$ cat src/rtl/gnfp_pkg.sv
// Shared types and constants of the nearest free pixel placer.
package gnfp_pkg;

   localparam int MAX_WIDTH  = 64;
   localparam int MAX_HEIGHT = 64;
   localparam int FRAC_BITS  = 8;

   localparam int WISH_W  = 14;
   localparam int COLOR_W = 8;
   localparam int SLOT_W  = 12;
   localparam int CSR_DATA_W = 7;
   localparam int CSR_IDX_W  = 1;

   localparam logic [CSR_IDX_W-1:0] CSR_IMAGE_WIDTH  = 1'b0;
   localparam logic [CSR_IDX_W-1:0] CSR_IMAGE_HEIGHT = 1'b1;

   localparam logic [CSR_DATA_W-1:0] IMAGE_WIDTH_RESET  = 7'd64;
   localparam logic [CSR_DATA_W-1:0] IMAGE_HEIGHT_RESET = 7'd64;

   typedef struct packed {
      logic               start_image;
      logic [WISH_W-1:0]  wish_x;
      logic [WISH_W-1:0]  wish_y;
      logic [COLOR_W-1:0] red_in;
      logic [COLOR_W-1:0] green_in;
      logic [COLOR_W-1:0] blue_in;
   } req_word_type;

   typedef struct packed {
      logic               placed;
      logic [SLOT_W-1:0]  slot_index;
      logic [COLOR_W-1:0] red_out;
      logic [COLOR_W-1:0] green_out;
      logic [COLOR_W-1:0] blue_out;
   } rsp_word_type;

endpackage

$ cat src/rtl/gnfp_dist.sv
// Pipelined squared distance unit: wished position to one grid slot.
module gnfp_dist
   import gnfp_pkg::*;
#(
   parameter int XW        = 6,
   parameter int YW        = 6,
   parameter int CW        = 14
) (
   input  logic              clock,
   input  logic [WISH_W-1:0] wish_x,
   input  logic [WISH_W-1:0] wish_y,
   input  logic [XW-1:0]     x,
   input  logic [YW-1:0]     y,
   output logic [2*CW:0]     sq_dist
);

   logic [CW-1:0]   wx;
   logic [CW-1:0]   wy;
   logic [CW-1:0]   tx;
   logic [CW-1:0]   ty;
   logic [CW-1:0]   dx_in;
   logic [CW-1:0]   dy_in;
   logic [CW-1:0]   dx_ff;
   logic [CW-1:0]   dy_ff;
   logic [2*CW-1:0] sqx_ff;
   logic [2*CW-1:0] sqy_ff;

   always_comb begin
      wx = CW'(wish_x);
      wy = CW'(wish_y);
      tx = CW'(x) << FRAC_BITS;
      ty = CW'(y) << FRAC_BITS;
      dx_in = (wx >= tx) ? (wx - tx) : (tx - wx);
      dy_in = (wy >= ty) ? (wy - ty) : (ty - wy);
   end

   always_ff @(posedge clock) begin
      dx_ff  <= dx_in;
      dy_ff  <= dy_in;
      sqx_ff <= dx_ff * dx_ff;
      sqy_ff <= dy_ff * dy_ff;
   end

   assign sq_dist = {1'b0, sqx_ff} + {1'b0, sqy_ff};

endmodule

$ cat config.mk
export PLATFORM = sky130hd
export DESIGN_NAME = gnfp_dist
export DESIGN_NICKNAME = d
export VERILOG_FILES = /design/src/rtl/gnfp_pkg.sv /design/src/rtl/gnfp_dist.sv
export SDC_FILE = /design/constraint.sdc
export NUM_CORES = 1
export LEC_CHECK = 0
export BUFFER_PORTS_ARGS = -buffer_cell sky130_fd_sc_hd__buf_2
export CELL_PAD_IN_SITES_DETAIL_PLACEMENT = 1
export CELL_PAD_IN_SITES_GLOBAL_PLACEMENT = 2
export CORE_UTILIZATION = 35
export DETAILED_ROUTE_END_ITERATION = 10
export HOLD_SLACK_MARGIN = 0.08
export PLACE_DENSITY_LB_ADDON = 0.1
export SLEW_MARGIN = 5
export SYNTH_ARGS = -nofsm -noshare
export SYNTH_HDL_FRONTEND = slang
export SYNTH_SLANG_ARGS = --single-unit
$ cat constraint.sdc
create_clock -name clock -period 6.7 [get_ports clock]
set_clock_uncertainty 0.15 [all_clocks]
set_input_delay 1.34 -clock clock [delete_from_list [all_inputs] [get_ports clock]]
set_output_delay 1.34 -clock clock [all_outputs]
set_load 0.01 [all_outputs]
==> flow_summary_export.csv <==
group,metric,value,unit
run_status,outcome,"finished, final reports clean",
place,hpwl,31.6,mm
synth,synth_largest_area_cell,"fa_1",
sta,rsz0062_at_grt,"no",
synth,postSynthCellCount,1727,
route,drc,0,
hold_path,min_path_type,"flip-flop to flip-flop",
grt,antenna_found_initial,1,
floorplanning,io_pins,70,
grt,grtUsageTotal,0.174,
worst_setup_path,cp.required,6.85,ns
hold_path,worstHoldStart,"dx_ff[0]",
sta,setup_tns,0,ns
route,postRouteAntennaNets,0,
synth,ys_warn_count,0,
worst_setup_path,rr_startpoint,"dx_ff[3]",
worst_setup_path,r2r_setup_slack,0.34,ns
synth,yosys_register_bits,82,
place,port-buffer-count,69,
route,dr.pass1.iters,4,
grt,grt_pass1_vias,12300,
synth,synth_edf_count,0,
synth,synthesis.area,15200,um2
synth,synth_top_flop_cell,"dfxtp_1",
floorplanning,dieArea,44400,um2
place,gp_congestion,0.789,
cells_and_area,area_growth,10.1,%
cts,cts_buffer_depth,2,
worst_setup_path,reg2regPathDepth,20,
synth,synth_area_leaders,"fa_1, ha_1, dfxtp_1, inv_1, nand2_1",
route,drt_first_iter_violations,347,
worst_setup_path,crit_fanout,8,
cts,hold_buffers,0,
cells_and_area,diodes,0,
worst_setup_path,r2r_end,"sqx_ff[20]",
floorplanning,die_h,211,um
hold_path,whs_endpoint,"sqx_ff[0]",
hold_path,holdPathStages,1,
cts,cts-root-buf,"clkbuf_16",
grt,grt_pass1_wl,61.6,mm
synth,synth.distinct_cells,64,
sta,slew_headroom,0.418,
worst_setup_path,crit_type,"flip-flop to flip-flop",
route,via_per_inst,4.71,
flow_run,drv_cap,0,
cts,insertion_delay,0.37,ns
cts,tritoncts,"built",
synth,synth.most_common_cell,"inv_1",
synth,avgSynthCellArea,8.83,um2
sta,finalHoldViolations,0,
synth,synthArstFlopShare,0,
cts,path_clk_slew,0.07,ns
synth,synth_top_area_share,0.299,
cells_and_area,num-nets-final,2300,
cells_and_area,drive_above_1_share,0.0825,
sta,setup_viol,0,
floorplanning,die_w,211,um
floorplanning,core,43000,um2
cts,numCtsBuffers,9,
sta,fmax,157,MHz
grt,grt_max_degree,19,
worst_setup_path,setup.worst_path.end_class,"flip-flop",
route,wl,35.4,mm
sta,finalCritPeriodShare,0.950,
synth,synthesis.nets,2225,
cts,htreeDepth,3,
floorplanning,fp-row-count,76,
synth,synthTopCellsByCount,"inv_1, ha_1, fa_1",
sta,slew_violations,0,
synth,synth-seq-area-share,0.108,
sta,period_needed,6.36,ns
worst_setup_path,start_kind,"flip-flop",
route,vias,11300,
cts,cts_sinks,82,
sta,tightestPinTransition,0.873,ns
floorplanning,initial_core_util,0.355,
worst_setup_path,crit_arrival,6.51,ns
route,wl_per_cell,14.8,um
grt,gr-total-overflow,0,
==> cell type report <==
class	instances	area (um2)
multi-input cells	1202	11900
clock buffers	10	239
inverters	399	1500
well taps	585	732
flip-flops and latches	82	1640
fillers	5082	26200
repair buffers	108	638
clock inverters	5	103
==> cell usage in the layout (no fill, tap or decap), drive strengths merged, types with 3 or more instances in the layout <==
cell type  instances
inv              399
ha               229
fa               228
nand2            148
buf              108
dfxtp             82
a21oi             81
and2              66
nor2              65
xnor2             59
xor2              49
a21o              43
o21ai             41
nor3              19
nor2b             18
nand3             16
nand2b            13
a31oi             13
a211oi            12
o21a              11
clkbuf            10
nand4              9
a31o               7
and3               7
o21bai             6
or2                5
mux2               5
o211ai             4
a211o              4
mux2i              3
bufinv             3
a2111oi            3
==> metal layers <==
metal	global-route usage	vias to the layer above	wire length, um
li1	-	5567	-
met1	0.254	5607	18600
met2	0.275	73	15900
met3	0.0178	12	645
met4	0.0382	0	338
met5	0	-	0
==> cells by family (layout without fill, tap and decap cells) <==
family	after synthesis	after routing	synth area share
XOR/XNOR	108	108	0.0620
AO/OA/AOI/OAI	253	253	0.108
flip-flops	82	82	0.108
buffers and inverters	443	522	0.110
multiplexers	8	8	0.00566
AND/OR/NAND/NOR	376	376	0.119
adder cells (fa/ha/maj)	457	457	0.487
==> critical path, cell delays in order, from the launching register on <==
cell and delay [ns]:
dfxtp_1 0.42, and2_1 0.24, fa_1 0.50, inv_1 0.05, fa_1 0.53, inv_1 0.05
fa_1 0.52, fa_1 0.44, fa_1 0.55, inv_1 0.05, fa_1 0.53, inv_1 0.04
ha_1 0.35, a21o_1 0.20, a21o_1 0.19, a2111oi_0 0.43, nor3_1 0.13, a21o_1 0.25
and2_1 0.22, a211oi_1 0.28, xnor2_1 0.14
==> flip-flops by register name, summed over array words and instances (netlist names) <==
register  count
sqx_ff       27
sqy_ff       27
dx_ff        14
dy_ff        14
==> per-stage QoR <==
| step | setup WS, ns | hold WS [ns] | cell area [um2] | instances | utilization |
|---|---|---|---|---|---|
| finish | 0.338 | 0.500 | 16800 | 2391 | 0.390 |
| global placement | 0.503 | 0.480 | 16400 | 2376 | 0.383 |
| detailed placement | 0.368 | 0.483 | 16400 | 2376 | 0.383 |
| floorplan | 0.550 | 0.232 | 15200 | 1727 | - |
| CTS | 0.296 | 0.508 | 16800 | 2391 | 0.390 |
| global route | 0.0407 | 0.534 | 16800 | 2391 | 0.390 |
==> what timing repair did <==
action                                  in CTS  in global routing
endpoints found under the setup margin       0                  1
buffers inserted                             0                  0
gates resized for setup                      0                  1
==> how the worst max path moves through the flow <==
| stage | start | end | slack, ns | cells after the start |
|---|---|---|---|---|
| floorplan | dy_ff[2] | sqy_ff[21] | 0.55 | 22 |
| global placement | dx_ff[3] | sqx_ff[20] | 0.50 | 20 |
| detailed placement | dy_ff[5] | sqy_ff[25] | 0.37 | 21 |
| CTS | dy_ff[5] | sqy_ff[21] | 0.30 | 21 |
| global route | dy_ff[2] | sqy_ff[25] | 0.04 | 22 |
| finish | dx_ff[3] | sqx_ff[20] | 0.34 | 20 |
Power is not shown: default switching activity piles up to over one toggle a cycle in this logic, so the estimate is an artifact.
